### src/rtl/y2yc_pkg.sv
`default_nettype none

package y2yc_pkg;

  // Scaling constants
  localparam int unsigned LumaGain    = 1197;
  localparam int unsigned LumaOffset  = 299;
  localparam int unsigned ChromaGain  = 4681;
  localparam int unsigned ChromaZero  = 128;
  localparam int unsigned ChromaRound = 164;
  localparam int unsigned ChromaLift  = 2340;
  // Bias that keeps the chroma numerator non-negative before the shift
  localparam int unsigned ChromaBias  =
      ChromaRound + ChromaLift * 256 - ChromaZero * ChromaGain;

  typedef logic signed [13:0] luma_t;
  typedef logic signed [12:0] chroma_t;

  // Scaled fields of one macropixel
  typedef struct packed {
    luma_t   y0;
    luma_t   y1;
    chroma_t cb;
    chroma_t cr;
    logic    last;
  } scaled_t;

  // Which pixel of the held macropixel goes out next
  typedef enum logic [1:0] {
    PH_PEND,
    PH_EVEN,
    PH_ODD
  } phase_e;

  // ((y * 1197) >> 6) - 299
  function automatic luma_t scale_luma(input logic [7:0] y);
    logic [18:0] p;
    logic [13:0] t;
    p = 19'(y) * 19'(LumaGain);
    t = {1'b0, p[18:6]} - 14'(LumaOffset);
    return luma_t'(t);
  endfunction

  // floor((c * 4681 - 128 * 4681 + 164) / 256)
  function automatic chroma_t scale_chroma(input logic [7:0] c);
    logic [20:0] p;
    logic [12:0] t;
    p = 21'(c) * 21'(ChromaGain) + 21'(ChromaBias);
    t = p[20:8] - 13'(ChromaLift);
    return chroma_t'(t);
  endfunction

  // floor((a + b) / 2)
  function automatic chroma_t floor_avg(input chroma_t a, input chroma_t b);
    logic [13:0] s;
    s = {a[12], a} + {b[12], b};
    return chroma_t'(s[13:1]);
  endfunction

endpackage

`default_nettype wire

### src/rtl/y2yc_if.sv
`default_nettype none

// YUY2 macropixel channel
interface y2yc_in_if;
  logic       valid;
  logic       ready;
  logic [7:0] luma_even;
  logic [7:0] cb_in;
  logic [7:0] luma_odd;
  logic [7:0] cr_in;
  logic       row_end;

  modport source (output valid, luma_even, cb_in, luma_odd, cr_in, row_end,
                  input ready);
  modport sink   (input valid, luma_even, cb_in, luma_odd, cr_in, row_end,
                  output ready);
endinterface

// YC48 pixel channel
interface y2yc_out_if;
  logic               valid;
  logic               ready;
  logic signed [13:0] luma_out;
  logic signed [12:0] cb_out;
  logic signed [12:0] cr_out;
  logic               row_last;

  modport source (output valid, luma_out, cb_out, cr_out, row_last,
                  input ready);
  modport sink   (input valid, luma_out, cb_out, cr_out, row_last,
                  output ready);
endinterface

`default_nettype wire

### src/rtl/y2yc_scale.sv
`default_nettype none

module y2yc_scale
  import y2yc_pkg::*;
(
  input  logic [7:0] luma_even_i,
  input  logic [7:0] cb_i,
  input  logic [7:0] luma_odd_i,
  input  logic [7:0] cr_i,
  input  logic       row_end_i,
  output scaled_t    scaled_o
);

  // Byte-to-YC48 range scaling, one constant multiply per field
  always_comb begin
    scaled_o.y0   = scale_luma(luma_even_i);
    scaled_o.y1   = scale_luma(luma_odd_i);
    scaled_o.cb   = scale_chroma(cb_i);
    scaled_o.cr   = scale_chroma(cr_i);
    scaled_o.last = row_end_i;
  end

endmodule

`default_nettype wire

### src/rtl/yuy2_to_yc48_chroma_upsample.sv
`default_nettype none

// Channel   Dir   Beat
// in_i      in    one YUY2 macropixel: luma_even, cb_in, luma_odd, cr_in, row_end
// out_o     out   one YC48 pixel: luma_out, cb_out, cr_out, row_last
//
// One pixel per cycle while out_o is not stalled; a macropixel emits 1 pixel
// when it opens a row and holds its odd pixel, 2 in mid-row (held + even) or for a
// one-macropixel row, 3 at a row end that flushes a held odd pixel.
// Reset drops any held odd pixel; nothing stored needs clearing.
// A stall on out_o holds the output register; in_i takes a new beat in the
// cycle the last pixel of the current macropixel moves to the output.

module yuy2_to_yc48_chroma_upsample
  import y2yc_pkg::*;
(
  input  logic        clk_i,
  input  logic        rst_ni,
  y2yc_in_if.sink     in_i,
  y2yc_out_if.source  out_o
);

  scaled_t scaled;

  logic    in_acc;
  logic    out_load;
  logic    item_done;
  phase_e  phase_step;

  // Odd pixel held across macropixels
  logic    pend_valid_q, pend_valid_d;
  luma_t   pend_luma_q,  pend_luma_d;
  chroma_t prev_cb_q,    prev_cb_d;
  chroma_t prev_cr_q,    prev_cr_d;

  // Macropixel being emitted
  logic    item_valid_q, item_valid_d;
  phase_e  phase_q,      phase_d;
  scaled_t item_q,       item_d;
  luma_t   snap_luma_q,  snap_luma_d;
  chroma_t snap_cb_q,    snap_cb_d;
  chroma_t snap_cr_q,    snap_cr_d;

  // Output register
  logic    out_valid_q,  out_valid_d;
  luma_t   out_luma_q,   out_luma_d;
  chroma_t out_cb_q,     out_cb_d;
  chroma_t out_cr_q,     out_cr_d;
  logic    out_last_q,   out_last_d;

  y2yc_scale u_scale (
    .luma_even_i (in_i.luma_even),
    .cb_i        (in_i.cb_in),
    .luma_odd_i  (in_i.luma_odd),
    .cr_i        (in_i.cr_in),
    .row_end_i   (in_i.row_end),
    .scaled_o    (scaled)
  );

  assign out_load  = item_valid_q && (!out_valid_q || out_o.ready);
  assign in_i.ready = !item_valid_q || item_done;
  assign in_acc    = in_i.valid && in_i.ready;

  // Pixel select and phase sequencing
  always_comb begin
    phase_step = phase_q;
    item_done  = 1'b0;
    out_luma_d = out_luma_q;
    out_cb_d   = out_cb_q;
    out_cr_d   = out_cr_q;
    out_last_d = out_last_q;
    unique case (phase_q)
      PH_PEND: begin
        out_luma_d = snap_luma_q;
        out_cb_d   = floor_avg(snap_cb_q, item_q.cb);
        out_cr_d   = floor_avg(snap_cr_q, item_q.cr);
        out_last_d = 1'b0;
        if (out_load) phase_step = PH_EVEN;
      end
      PH_EVEN: begin
        out_luma_d = item_q.y0;
        out_cb_d   = item_q.cb;
        out_cr_d   = item_q.cr;
        out_last_d = 1'b0;
        if (out_load) begin
          if (item_q.last) phase_step = PH_ODD;
          else item_done = 1'b1;
        end
      end
      PH_ODD: begin
        out_luma_d = item_q.y1;
        out_cb_d   = item_q.cb;
        out_cr_d   = item_q.cr;
        out_last_d = 1'b1;
        if (out_load) item_done = 1'b1;
      end
      default: begin
        phase_step = PH_EVEN;
      end
    endcase

    if (!out_load) begin
      out_luma_d = out_luma_q;
      out_cb_d   = out_cb_q;
      out_cr_d   = out_cr_q;
      out_last_d = out_last_q;
    end

    out_valid_d = out_load ? 1'b1 : (out_o.ready ? 1'b0 : out_valid_q);
  end

  // Item capture and held odd pixel update
  always_comb begin
    item_valid_d = item_valid_q;
    item_d       = item_q;
    snap_luma_d  = snap_luma_q;
    snap_cb_d    = snap_cb_q;
    snap_cr_d    = snap_cr_q;
    pend_valid_d = pend_valid_q;
    pend_luma_d  = pend_luma_q;
    prev_cb_d    = prev_cb_q;
    prev_cr_d    = prev_cr_q;
    phase_d      = phase_step;

    if (item_done) item_valid_d = 1'b0;

    if (in_acc) begin
      item_valid_d = 1'b1;
      item_d       = scaled;
      snap_luma_d  = pend_luma_q;
      snap_cb_d    = prev_cb_q;
      snap_cr_d    = prev_cr_q;
      phase_d      = pend_valid_q ? PH_PEND : PH_EVEN;
      pend_valid_d = !scaled.last;
      if (!scaled.last) begin
        pend_luma_d = scaled.y1;
        prev_cb_d   = scaled.cb;
        prev_cr_d   = scaled.cr;
      end
    end
  end

  // Control registers
  always_ff @(posedge clk_i or negedge rst_ni) begin
    if (!rst_ni) begin
      pend_valid_q <= 1'b0;
      item_valid_q <= 1'b0;
      out_valid_q  <= 1'b0;
      phase_q      <= PH_EVEN;
      pend_luma_q  <= '0;
      prev_cb_q    <= '0;
      prev_cr_q    <= '0;
    end else begin
      pend_valid_q <= pend_valid_d;
      item_valid_q <= item_valid_d;
      out_valid_q  <= out_valid_d;
      phase_q      <= phase_d;
      pend_luma_q  <= pend_luma_d;
      prev_cb_q    <= prev_cb_d;
      prev_cr_q    <= prev_cr_d;
    end
  end

  // Payload registers
  always_ff @(posedge clk_i) begin
    item_q      <= item_d;
    snap_luma_q <= snap_luma_d;
    snap_cb_q   <= snap_cb_d;
    snap_cr_q   <= snap_cr_d;
    out_luma_q  <= out_luma_d;
    out_cb_q    <= out_cb_d;
    out_cr_q    <= out_cr_d;
    out_last_q  <= out_last_d;
  end

  assign out_o.valid    = out_valid_q;
  assign out_o.luma_out = out_luma_q;
  assign out_o.cb_out   = out_cb_q;
  assign out_o.cr_out   = out_cr_q;
  assign out_o.row_last = out_last_q;

`ifndef NO_ASSERTIONS
  // Row-end odd pixel only for a macropixel that ends its row
  a_odd_needs_last: assert property (@(posedge clk_i) disable iff (!rst_ni)
    (item_valid_q && phase_q == PH_ODD) |-> item_q.last)
    else $error("odd phase on a macropixel without row end");

  // A held odd pixel is flushed first by the next macropixel
  a_pend_first: assert property (@(posedge clk_i) disable iff (!rst_ni)
    (in_acc && pend_valid_q) |=> (phase_q == PH_PEND))
    else $error("held odd pixel not emitted first");

  // Hold state follows the row-end mark of the accepted beat
  a_pend_track: assert property (@(posedge clk_i) disable iff (!rst_ni)
    in_acc |=> (pend_valid_q == !$past(in_i.row_end)))
    else $error("held odd pixel flag out of step with row end");

  // An empty item slot always takes input
  a_ready_empty: assert property (@(posedge clk_i) disable iff (!rst_ni)
    !item_valid_q |-> in_i.ready)
    else $error("input stalled with empty item slot");
`endif

endmodule

`default_nettype wire
### src/flat_wrapper.sv
// flat-port wrapper written by rule: the top's interface ports become plain ports
module yuy2_to_yc48_chroma_upsample_flat import y2yc_pkg::*;
  (clk_i, rst_ni, in_i_valid, in_i_luma_even, in_i_cb_in, in_i_luma_odd, in_i_cr_in, in_i_row_end, in_i_ready, out_o_valid, out_o_luma_out, out_o_cb_out, out_o_cr_out, out_o_row_last, out_o_ready);
  y2yc_in_if in_i_i ();
  y2yc_out_if out_o_i ();
  input  logic clk_i;
  input  logic rst_ni;
  input wire logic [$bits(in_i_i.valid)-1:0] in_i_valid;
  input wire logic [$bits(in_i_i.luma_even)-1:0] in_i_luma_even;
  input wire logic [$bits(in_i_i.cb_in)-1:0] in_i_cb_in;
  input wire logic [$bits(in_i_i.luma_odd)-1:0] in_i_luma_odd;
  input wire logic [$bits(in_i_i.cr_in)-1:0] in_i_cr_in;
  input wire logic [$bits(in_i_i.row_end)-1:0] in_i_row_end;
  output wire logic [$bits(in_i_i.ready)-1:0] in_i_ready;
  output wire logic [$bits(out_o_i.valid)-1:0] out_o_valid;
  output wire logic [$bits(out_o_i.luma_out)-1:0] out_o_luma_out;
  output wire logic [$bits(out_o_i.cb_out)-1:0] out_o_cb_out;
  output wire logic [$bits(out_o_i.cr_out)-1:0] out_o_cr_out;
  output wire logic [$bits(out_o_i.row_last)-1:0] out_o_row_last;
  input wire logic [$bits(out_o_i.ready)-1:0] out_o_ready;
  assign in_i_i.valid = in_i_valid;
  assign in_i_i.luma_even = in_i_luma_even;
  assign in_i_i.cb_in = in_i_cb_in;
  assign in_i_i.luma_odd = in_i_luma_odd;
  assign in_i_i.cr_in = in_i_cr_in;
  assign in_i_i.row_end = in_i_row_end;
  assign in_i_ready = in_i_i.ready;
  assign out_o_valid = out_o_i.valid;
  assign out_o_luma_out = out_o_i.luma_out;
  assign out_o_cb_out = out_o_i.cb_out;
  assign out_o_cr_out = out_o_i.cr_out;
  assign out_o_row_last = out_o_i.row_last;
  assign out_o_i.ready = out_o_ready;
  yuy2_to_yc48_chroma_upsample u_core (.clk_i(clk_i), .rst_ni(rst_ni), .in_i(in_i_i), .out_o(out_o_i));
endmodule
### config.mk
export PLATFORM = sky130hd
export DESIGN_NAME = yuy2_to_yc48_chroma_upsample_flat
export DESIGN_NICKNAME = d
export VERILOG_FILES = /design/src/rtl/y2yc_pkg.sv /design/src/rtl/y2yc_if.sv /design/src/rtl/y2yc_scale.sv /design/src/rtl/yuy2_to_yc48_chroma_upsample.sv /design/src/flat_wrapper.sv
export SDC_FILE = /design/constraint.sdc
export NUM_CORES = 1
export LEC_CHECK = 0
export CELL_PAD_IN_SITES_DETAIL_PLACEMENT = 0
export CELL_PAD_IN_SITES_GLOBAL_PLACEMENT = 1
export CORE_ASPECT_RATIO = 1.1
export CORE_MARGIN = 2
export CORE_UTILIZATION = 32
export DETAILED_ROUTE_END_ITERATION = 12
export DONT_BUFFER_PORTS = 1
export GPL_TIMING_DRIVEN = 0
export PLACE_DENSITY_LB_ADDON = 0.1
export SETUP_SLACK_MARGIN = 0.2
export SLEW_MARGIN = 20
export SYNTH_ARGS = -nofsm -noshare
export SYNTH_HDL_FRONTEND = slang
export SYNTH_SLANG_ARGS = --single-unit
### constraint.sdc
create_clock -name clk_i -period 13.4 [get_ports clk_i]
set_input_delay 2.68 -clock clk_i [delete_from_list [all_inputs] [get_ports clk_i]]
set_output_delay 2.68 -clock clk_i [all_outputs]
set_load 0.02 [all_outputs]
## Word-level counts from Yosys, hierarchy flattened

Cells that the tools add are included.

| storage, ports and cells | value |
|---|---|
| bits of input ports | 37 |
| bits in registers | 181 |

| operators by class | value |
|---|---|
| add/sub/neg operators | 8 |
| equal/unequal tests | 6 |
| reductions and logical operators | 20 |
| multiply operators | 4 |
| bitwise logic cells | 1 |
| mux-type cells | 18 |

Operators by type and width:

| cell | number |
|---|---|
| 13-bit one-hot mux with 2 select lines | 2 |
| 21-bit by 6-bit adder with 21-bit output (second input constant) | 2 |
| 8-bit by 13-bit multiplier with 21-bit output (second input constant) | 2 |
| 14-bit one-hot mux with 3 select lines | 1 |
| 8-bit by 11-bit multiplier with 19-bit output (second input constant) | 2 |
| 13-bit by 13-bit adder with 14-bit output | 2 |
| 13-bit by 9-bit subtractor with 14-bit output (second input constant) | 2 |
| 13-bit by 12-bit subtractor with 13-bit output (second input constant) | 2 |
| 3-bit by 1-bit inequality test with 1-bit output (second input constant) | 3 |
| 1-bit two-way mux | 8 |
| 2-bit two-way mux | 4 |
| 2-bit AND reduction | 4 |
| 2-bit nonzero test | 4 |
| 2-bit one-hot mux with 3 select lines | 1 |
| 1-bit one-hot mux with 2 select lines | 2 |
| 4-bit AND reduction | 1 |
| 2-bit OR reduction | 2 |
| 1-bit zero test | 3 |
| 3-bit nonzero test | 1 |
| 2-bit by 1-bit == test with 1-bit output (second input constant) | 1 |
| 2-bit == test (second input constant) | 1 |
| 1-bit logical AND | 2 |
| 2-bit zero test | 1 |
| 1-bit logical OR | 2 |
| other kinds (2) | 2 |

## Longest topological paths before layout

Gate-level depths: netlist of run 1.

| depth | value |
|---|---|
| depth after elaboration | 9 |
| mapped depth | 21 |

## Hierarchy

From an unflattened synthesis of run 1, not the netlist that was laid out.

| unflattened totals | value |
|---|---|
| cells, all modules | 1217 |
| area, all modules | 13569.3 um^2 |

By module, submodules not included:

| module | cells each | times used | sequential area each (um^2) | area an instance (um^2) |
|---|---|---|---|---|
| yuy2_to_yc48_chroma_upsample | 510 | 1 | 5211.2 | 7747.4 |
| y2yc_scale | 707 | 1 | 0.0 | 5821.8 |

## Worst setup path after synthesis of run 1

No wires, ideal clock.

| timing | value |
|---|---|
| kind | input -> register |
| start | input port in_i_luma_odd[5] |
| end | register u_core.pend_luma_q[11] |
| path buffers | 1 |
| setup slack | 5.907 ns |
| data arrival time | 7.368 ns |
| required time | 13.275 ns |
| stages | 18 |
| setup time | 0.125 ns |
| cells stage by stage | ha_1 > ha_1 > fa_1 > inv_1 > fa_1 > inv_1 > ha_1 > buf_2 > or3_4 > a31o_1 > o211a_1 > o31a_2 > nor2_4 > mux2_2 > or2_2 > o22a_2 > xnor2_1 > mux2_2 |

RTL lines:

| what | line | RTL |
|---|---|---|
| start: declaration | flat_wrapper.sv:11 | `input wire logic [$bits(in_i_i.luma_odd)-1:0] in_i_luma_odd;` |
| end signal: assignment | yuy2_to_yc48_chroma_upsample.sv:158 | `pend_luma_q <= pend_luma_d;` |
| end: declaration | yuy2_to_yc48_chroma_upsample.sv:32 | `luma_t pend_luma_q, pend_luma_d;` |

==> results of run 1 <==
-- state kept, by name, indices dropped and copies added (netlist names), 2 cells and up --
name,count
u_core.prev_cr_q,13
u_core.pend_luma_q,14
u_core.out_o.cb_out,13
u_core.snap_luma_q,14
u_core.out_o.luma_out,14
u_core.phase_q,2
u_core.snap_cb_q,13
u_core.item_q,55
u_core.out_o.cr_out,13
u_core.prev_cb_q,13
u_core.snap_cr_q,13
-- final timing paths --
| kind | cells after the start | end | slack (ns) |
|---|---|---|---|
| hold reg to reg | 1 | u_core.phase_q[0] | 0.44 |
| min in group asynchronous | 0 | u_core.prev_cb_q[0] | 1.94 |
| max in group asynchronous | 0 | u_core.phase_q[0] | 11.26 |
| setup reg to reg | 11 | u_core.pend_luma_q[6] | 9.92 |
| setup / recovery | 16 | u_core.item_q[53] | 5.99 |
| hold / removal | 1 | u_core.phase_q[0] | 0.44 |
-- cell families (layout without fill, tap and decap cells) --
kind of cell    count (synthesis)  after routing  synth area share
simple gates                  345            345             0.121
xor+xnor                       82             82            0.0528
fa+ha+maj                     226            226             0.229
flops                         181            181             0.383
mux                            19             19            0.0155
compound gates                297            297             0.147
buf+inv                       186            220            0.0518
-- critical path: stages --
cell and delay, ns:
ha_1 0.35, ha_1 0.34, fa_1 0.53, inv_1 0.06, fa_1 0.54, inv_1 0.04
ha_1 0.36, nand4_1 0.21, a21boi_1 0.44, o21a_1 0.20, nor3_1 0.05, a21oi_1 0.30
o21ai_0 0.29, o311ai_1 0.45, mux2_2 0.38, or3_1 0.36
-- stage by stage --
step	area [um2]	utilization	hold WS, ns	std cells
after floorplan	13600	-	0.400	1336
after global placement	14300	0.340	0.426	1903
after detailed placement	14400	0.341	0.429	1905
after CTS	14900	0.355	0.439	1937
after global routing	14900	0.355	0.448	1937
final	14900	0.355	0.440	1937
-- cell type report --
cell class | count | area [um2] | share of cell area
Sequential cell | 181 | 5210 | 0.349
Multi-Input combinational cell | 969 | 7700 | 0.515
Inverter | 146 | 553 | 0.0370
Clock buffer | 18 | 429 | 0.0287
Buffer | 40 | 156 | 0.0105
Timing Repair Buffer | 2 | 47.5 | 0.00318
Tap cell | 567 | 709 | 0.0475
Clock inverter | 14 | 131 | 0.00880
-- synth_stat cells, drive strengths merged (7+ instances only) --
library cell,count
nor3,16
nor2,92
a21boi,7
ha,188
a31oi,7
nand2b,14
buf,9
o31ai,14
o22ai,9
or3,7
dfrtp,44
o21a,12
o21ai,70
inv,146
nand2,125
edfxtp,136
clkbuf,31
o21bai,11
a21o,19
a21oi,71
fa,38
and3,12
a22oi,17
nand3,20
nor2b,15
a31o,7
mux2,17
xor2,31
xnor2,51
-- per-layer routing --
| layer | wire length [um] | vias up | global-route usage |
|---|---|---|---|
| li1 | - | 4798 | - |
| met1 | 14600 | 4520 | 0.183 |
| met2 | 15500 | 81 | 0.262 |
| met3 | 599 | 18 | 0.0234 |
| met4 | 289 | 0 | 0.0274 |
| met5 | 0 | - | 0 |
-- power breakdown --
group          internal (uW)  switching (uW)  leakage [uW]
clock                    258             224      0.000263
combinational            690            1080       0.00442
sequential               966             168       0.00181
total                   1910            1480       0.00650
==> run metrics, run 1 <==
ant diodes 0; Syn. warnings 0; main area contributors after synthesis edfxtp_1 (30%), ha_1 (17%), dfrtp_1 (8.1%), fa_1 (5.6%), inv_1 (4.0%); die height 220 um; crit path launch in_i_luma_even[5]; Syn Inst Count ~1300; Syn Nets 1599; startpoint types primary input; Die X between 200 and 250 um; GR Overflow Total 0; Die ar. 0.0442 mm2; initial antenna violation count 1; VDD IR max a little over 0.0001 V; Leak between 0.006 and 0.007 uW; status completed; largest net degree at the start of global routing 77; number of flops mapped to enable cells by yosys 136; Layout Skew 0.0102 ns; most frequent cells in the layout ha_1 (188), inv_1 (145), edfxtp_1 (136), nand2_1 (125), nor2_1 (90); vias in the first global route 9621; TritonCTS Buffers 17; setup ws final 5.99 ns; post-cts resize count 0; Post-Syn Area 0.0136 mm2; syn_area_per_cell around 10 um2; commonest non-fill, non-tap cell in the layout ha_1; RePlAce Congestion slightly below 0.8; post-CTS setup buffers 0; share of layout cells above drive strength 1 0.0628; # IOs 80; clk buf depth 2; largest area contributor in the netlist edfxtp_1; P per Cell Area 227 mW/mm2; distinct cell type count after synthesis 81; Crit. End Element flip-flop; reg-to-reg startpoint u_core.phase_q[0]; ys async rst share 0.249; clock sink count 181; # fillers 4360; GR Util All Layers 0.145; row count 79; crit path DAT between 7 and 8 ns; hold buffers post-CTS 0; DR pass1 iterations 4; Initial Util 0.323; register bit total from synthesis around 180; fmax 135 MHz; CTS tree done; hold_sp u_core.pend_valid_q; Nets 1620; P&R area growth vs syn 9.78%; total negative slack 0 ns; vias per cell 4.86; Port-buffer cells 0; Post-DRT Antenna Nets 0; RSZ-0062 raised after global routing false; max-slew violations 0; first-pass GRT wire length 50800 um; Final Critical Period 7.41 ns; Rel. slew slack 0.404; Worst-Margin Slew 0.894 ns; DR DRC count 0; DR vias 9417; final worst-path cycle share 0.553; CTS H-tree lvls 4; Core Footprint 0.0421 mm2; worst-path fanout max 7; Req. time, crit path 13.58 ns; Pwr Total roughly 3400 uW; final hold vios 0; CTS root buffer clkbuf_16; Yosys top cell area share 0.300; wire per inst 16.0 um; CTS clk-pin slew, worst paths 0.07 ns; Clock Latency Late Sink about 0.43 ns; ys flop type edfxtp_1; MaxCap Viol Count 0; final setup fails 0; Placement Setup Slack roughly 5.5 ns; Hold/Removal Path Class reg -> reg; Worst Setup Path Type in -> reg; sequential share of the synthesized area 0.383; DPL Wire Length about 24000 um; Iter 0 DRT Violations 355; final WL about 30000 um
(Power assumes the default switching activity.)
==> run 2: changes to the inputs <==
==> constraint.sdc (replaced) <==
create_clock -name clk_i -period 6.35 [get_ports clk_i]
set_input_delay 1.27 -clock clk_i [delete_from_list [all_inputs] [get_ports clk_i]]
set_output_delay 1.27 -clock clk_i [all_outputs]
set_load 0.02 [all_outputs]
==> run metrics, run 2 (synthesis gave the netlist of run 1 again) <==
Die X 201 um (unchanged); multi-input combinational cell area 0.00777 mm2 (+0.91%); Reg area 0.00521 mm2 (unchanged); RePlAce Congestion 0.774 (unchanged); Leak 0.00652 uW (+0.28%); clock sink count 181 (unchanged); CTS tree done; worst-path fanout max 8 (+1); Buffers & Inverters on Critical Path 3 (+1); Pwr Total 7200 uW (+110%); Critical-path top delay cell fa_1; Clock power frac 0.141 (about the same); Hold/Removal Path Class reg -> reg; Sequential Power Share 0.332 (-0.002); Iter 0 DRT Violations 355 (unchanged); # IOs 80 (unchanged); share of layout cells above drive strength 1 0.0700 (+0.00720); vias per cell 4.87 (+0.19%); first-pass GRT wire length 50800 um (unchanged); CTS root buffer clkbuf_16; Initial Util 0.323 (unchanged); initial antenna violation count 1 (unchanged); Largest Register u_core.item_q; commonest non-fill, non-tap cell in the layout ha_1; slowest cell delay on critical path 0.54 ns (about the same); final hold vios 0 (unchanged); Logic pwr share 0.527 (+0.004); GR Overflow Total 0 (unchanged); max-slew violations 0 (unchanged); Core Footprint 0.0421 mm2 (unchanged); CTS clk-pin slew, worst paths 0.07 ns (about the same); P per Cell Area 479 mW/mm2 (+110%); setup ws final 0.412 ns (-5.58 ns); Req. time, crit path 6.67 ns (-6.91 ns); largest net degree at the start of global routing 77 (unchanged); DR pass1 iterations 5 (+1); fmax approximately 170 MHz; Clock Latency Late Sink 0.43 ns (about the same); VDD IR max 0.000215 V (+110%); die height 220 um (unchanged); DPL Wire Length 24200 um (unchanged); Nets 1622 (+0.12%); most frequent cells in the layout ha_1 (186), inv_1 (145), edfxtp_1 (136), nand2_1 (125), nor2_1 (90); TritonCTS Buffers 17 (unchanged); CP cell instances ha_1, ha_4, fa_1, inv_1, fa_1, inv_1, ha_1, buf_2, or3_4, a31o_1, o211a_1, o31a_2, nor2_4, mux2_2, or2_2, o22a_2, xnor2_1, mux2_2; clk buf depth 2 (unchanged); reg-to-reg startpoint u_core.phase_q[0]; GR Util All Layers 0.145 (unchanged); Net Switching 3130 uW (+110%); max reg flops 55 (unchanged); ant diodes 0 (unchanged); vias in the first global route 9621 (unchanged); RSZ-0062 raised after global routing false; Final Non-Filler Cells 1939 (+0.10%); Net Sw Frac 0.435 (about the same); Final Critical Period 5.94 ns; Placement Setup Slack -0.161 ns (-5.64 ns); MaxCap Viol Count 0 (unchanged); final worst-path cycle share 0.935; Port-buffer cells 0 (unchanged); crit path DAT 6.26 ns (-1.33 ns); Layout Skew 0.00876 ns (-0.00148 ns); Worst-Margin Slew 0.888 ns (-0.00565 ns); wire per inst 15.9 um (-0.16%); crit path launch in_i_luma_odd[5]; P&R area growth vs syn 10.4%; status completed; row count 79 (unchanged); startpoint types primary input; Worst Setup Path Type in -> reg; final WL 30900 um (about the same); final setup fails 0 (unchanged); DR DRC count 0 (unchanged); Crit. End Element flip-flop; Die ar. 0.0442 mm2 (unchanged); Inst Count DP 1905 (unchanged); Crit path max-delay family adder cells; # fillers 4361 (+0.023%); CTS H-tree lvls 4 (unchanged); Rel. slew slack 0.408 (+0.00376); hold_sp u_core.pend_valid_q; Post-DRT Antenna Nets 0 (unchanged); cell-internal power 4070 uW (+110%); DR vias 9445 (+0.30%)
[run 2: cell types whose count changed in the layout (fill, tap and decap cells not counted), moves of 2 or more]
cell and change:
buf_4 +2, ha_1 -2, ha_4 +2, o31ai_1 -2
o31ai_2 +2
[run 2: final timing paths]
| check | endpoint | slack, ns | cells past startpoint |
|---|---|---|---|
| max | u_core.pend_luma_q[11] | 0.41 | 18 |
| min | u_core.phase_q[0] | 0.44 | 1 |
| max reg2reg | u_core.prev_cr_q[4] | 2.87 | 11 |
| min reg2reg | u_core.phase_q[0] | 0.44 | 1 |
| max in group asynchronous | u_core.phase_q[0] | 5.62 | 0 |
| min in group asynchronous | u_core.prev_cb_q[0] | 0.53 | 0 |
[run 2: final cells by class]
cell class	instances	share of cell area
Buffer	40	0.0104
Clock buffer	18	0.0286
Clock inverter	14	0.00875
Inverter	146	0.0368
Multi-Input combinational cell	969	0.517
Sequential cell	181	0.347
Tap cell	567	0.0472
Timing Repair Buffer	4	0.00417
[run 2: through the flow]
| step | area [um2] | hold WS (ns) | utilization | setup TNS (ns) |
|---|---|---|---|---|
| 6_report | 15000 | 0.439 | 0.357 | 0 |
| 5_1_grt | 15000 | 0.448 | 0.357 | 0 |
| 4_1_cts | 14900 | 0.439 | 0.355 | 0 |
| 3_5_place_dp | 14400 | 0.429 | 0.341 | -0.266 |
| 3_3_place_gp | 14300 | 0.426 | 0.340 | -0.352 |
| 2_1_floorplan | 13600 | 0.400 | - | 0 |
[run 2: timing repair]
action,in CTS,in global routing
setup buffers,0,2
hold endpoints to repair,0,0
hold buffers,0,0
gates resized for setup,0,11
endpoints found under the setup margin,0,4
[run 2: power groups by stage]
stage,clock [uW],combinational (uW),sequential [uW]
final,1020,3790,2390
after global routing,1100,4360,2450
after CTS,1050,3840,2410
after detailed placement,0,3810,2430
after global placement,0,3790,2460
after floorplan,0,2830,2370
[run 2: routing by layer]
| layer | share of wire | wire [um] | track usage | vias up |
|---|---|---|---|---|
| li1 | - | - | - | 4797 |
| met4 | 0.0094 | 292 | 0.0274 | 0 |
| met5 | 0 | 0 | 0 | - |
| met3 | 0.018 | 565 | 0.0234 | 16 |
| met1 | 0.47 | 14500 | 0.183 | 4559 |
| met2 | 0.50 | 15500 | 0.262 | 73 |
==> run 3: changes to the inputs <==
--- a/config.mk
+++ b/config.mk
@@ -5,7 +5,7 @@
 export SDC_FILE = /design/constraint.sdc
 export NUM_CORES = 1
 export LEC_CHECK = 0
-export CELL_PAD_IN_SITES_DETAIL_PLACEMENT = 0
+export CELL_PAD_IN_SITES_DETAIL_PLACEMENT = 1
 export CELL_PAD_IN_SITES_GLOBAL_PLACEMENT = 1
 export CORE_ASPECT_RATIO = 1.1
 export CORE_MARGIN = 2
==> run metrics, run 3 (synthesis gave the netlist of run 1 again) <==
status completed; CTS clk-pin slew, worst paths 0.07 ns (about the same); CTS tree done; Hold/Removal Path Class reg -> reg; DR DRC count 0 (unchanged); DR vias 9605 (+1.7%); VDD IR max 0.000205 V (-4.6%); initial antenna violation count 1 (unchanged); Post-DRT Antenna Nets 0 (unchanged); largest net degree at the start of global routing 77 (unchanged); Layout Skew 0.0119 ns (+0.00311 ns); share of layout cells above drive strength 1 0.0706 (+0.000677); crit path DAT 6.36 ns (+0.10 ns); CTS H-tree lvls 4 (unchanged); P&R area growth vs syn 10.7%; vias in the first global route 10196 (+6.0%); # fillers 4775 (+9.5%); commonest non-fill, non-tap cell in the layout ha_1; DR pass1 iterations 4 (-1); max reg flops 55 (unchanged); ant diodes 0 (unchanged); die height 220 um (unchanged); Req. time, crit path 6.71 ns (+0.04 ns); max-slew violations 0 (unchanged); DPL Wire Length 25800 um (+6.6%); final worst-path cycle share 0.944 (+0.00906); CTS root buffer clkbuf_16; # IOs 80 (unchanged); Net Sw Frac 0.436 (+0.000613); Logic pwr share 0.526 (about the same); TritonCTS Buffers 17 (unchanged); Reg area 0.00521 mm2 (unchanged); final WL 32600 um (+5.6%); RePlAce Congestion 0.774 (unchanged); final setup fails 0 (unchanged); most frequent cells in the layout ha_1 (187), inv_1 (145), edfxtp_1 (136), nand2_1 (125), nor2_1 (90); first-pass GRT wire length 53600 um (+5.6%); startpoint types primary input; Sequential Power Share 0.328 (-0.004); row count 79 (unchanged); Net Switching 3190 uW (+1.8%); RSZ-0062 raised after global routing true; Final Critical Period 6.00 ns (+0.0576 ns); Min Hold Slack 0.438 ns (-0.00115 ns); Nets 1623 (+0.062%); GR Overflow Total 0 (unchanged); Initial Util 0.323 (unchanged); Iter 0 DRT Violations 345 (-2.8%); Die ar. 0.0442 mm2 (unchanged); fmax 167 MHz (-0.96%); Die X 201 um (unchanged); Placed Area 0.0144 mm2 (unchanged); worst-path fanout max 8 (unchanged); wire per inst 16.8 um (+5.6%); clk buf depth 2 (unchanged); MaxCap Viol Count 0 (unchanged); Clock Latency Late Sink 0.43 ns (about the same); P per Cell Area 486 mW/mm2 (+1.4%); Largest Register u_core.item_q; Clock power frac 0.146 (+0.005); Worst-Margin Slew 0.921 ns (+0.0328 ns); Rel. slew slack 0.386 (-0.0219); GR Util All Layers 0.152 (+0.00729); cell-internal power 4130 uW (+1.6%); Port-buffer cells 0 (unchanged); multi-input combinational cell area 0.00776 mm2 (about the same); Crit. End Element flip-flop; Worst Setup Path Type in -> reg; clock sink count 181 (unchanged); Core Footprint 0.0421 mm2 (unchanged); Design Area, Final 0.0151 mm2 (+0.23%); final hold vios 0 (unchanged); Leak 0.00654 uW (+0.33%); vias per cell 4.95 (+1.6%)
[run 3: cell types whose count changed in the layout (fill, tap and decap cells not counted), sizes merged]
| cell | previous run | this run |
|---|---|---|
| clkinvlp | 4 | 3 |
| clkbuf | 49 | 51 |
| clkinv | 7 | 3 |
| bufinv | 1 | 2 |
| buf | 13 | 14 |
| inv | 148 | 150 |
[run 3: area by class of cell]
cell class,count,area share
inverter,146,0.0367
tap,567,0.0471
sequential,181,0.346
multi-input combinational,969,0.516
buffer,40,0.0104
clock buffer,20,0.0297
timing repair buffer,5,0.00465
clock inverter,12,0.00972
[run 3: what timing repair did]
action,4_1_cts,5_1_grt
setup buffers,0,3
hold buffers,0,0
endpoints found under the setup margin,0,4
gates resized for setup,0,11
[run 3: worst paths after layout]
path,from,endpoint,slack [ns],cells past startpoint
setup / recovery,in_i_luma_odd[5],u_core.pend_luma_q[11],0.35,18
setup reg to reg,u_core.phase_q[0],u_core.pend_luma_q[3],2.78,11
max in group asynchronous,rst_ni,u_core.phase_q[0],5.61,0
hold reg to reg,u_core.pend_valid_q,u_core.phase_q[0],0.44,1
min in group asynchronous,rst_ni,u_core.prev_cb_q[0],0.53,0
hold / removal,u_core.pend_valid_q,u_core.phase_q[0],0.44,1
[run 3: worst max-delay path, cell delays in order]
cell     delay (ns)
ha_1           0.35
ha_1           0.35
fa_1           0.55
inv_1          0.06
fa_1           0.54
inv_1          0.04
ha_1           0.27
buf_2          0.17
or3_4          0.40
a31o_1         0.25
o211a_1        0.16
o31a_2         0.39
nor2_4         0.16
mux2_2         0.37
or2_2          0.29
o22a_2         0.21
xnor2_1        0.30
mux2_2         0.22
[run 3: layer usage]
layer | GRT usage | share of wire | vias to the layer above
li1 | - | - | 4793
met1 | 0.191 | 0.47 | 4729
met2 | 0.281 | 0.51 | 68
met3 | 0.0215 | 0.017 | 15
met4 | 0.0247 | 0.0069 | 0
met5 | 0 | 0 | -
[run 3: power groups by stage]
stage | Clock, uW | Combinational, uW | Sequential, uW
6_report | 1070 | 3850 | 2400
5_1_grt | 1150 | 4400 | 2450
4_1_cts | 1100 | 3900 | 2410
3_5_place_dp | 0 | 3870 | 2430
3_3_place_gp | 0 | 3790 | 2460
2_1_floorplan | 0 | 2830 | 2370
[run 3: metrics by stage]
| stage | TNS (ns) | std cells | power (uW) | worst slack, ns | util |
|---|---|---|---|---|---|
| 6_report | 0 | 1940 | 7320 | 0.354 | 0.358 |
| 5_1_grt | 0 | 1940 | 8000 | 0.164 | 0.358 |
| 4_1_cts | 0 | 1937 | 7410 | 0.234 | 0.355 |
| 3_5_place_dp | -0.321 | 1905 | 6300 | -0.191 | 0.341 |
| 3_3_place_gp | -0.352 | 1903 | 6240 | -0.190 | 0.340 |
| 2_1_floorplan | 0 | 1336 | 5200 | 0.267 | - |
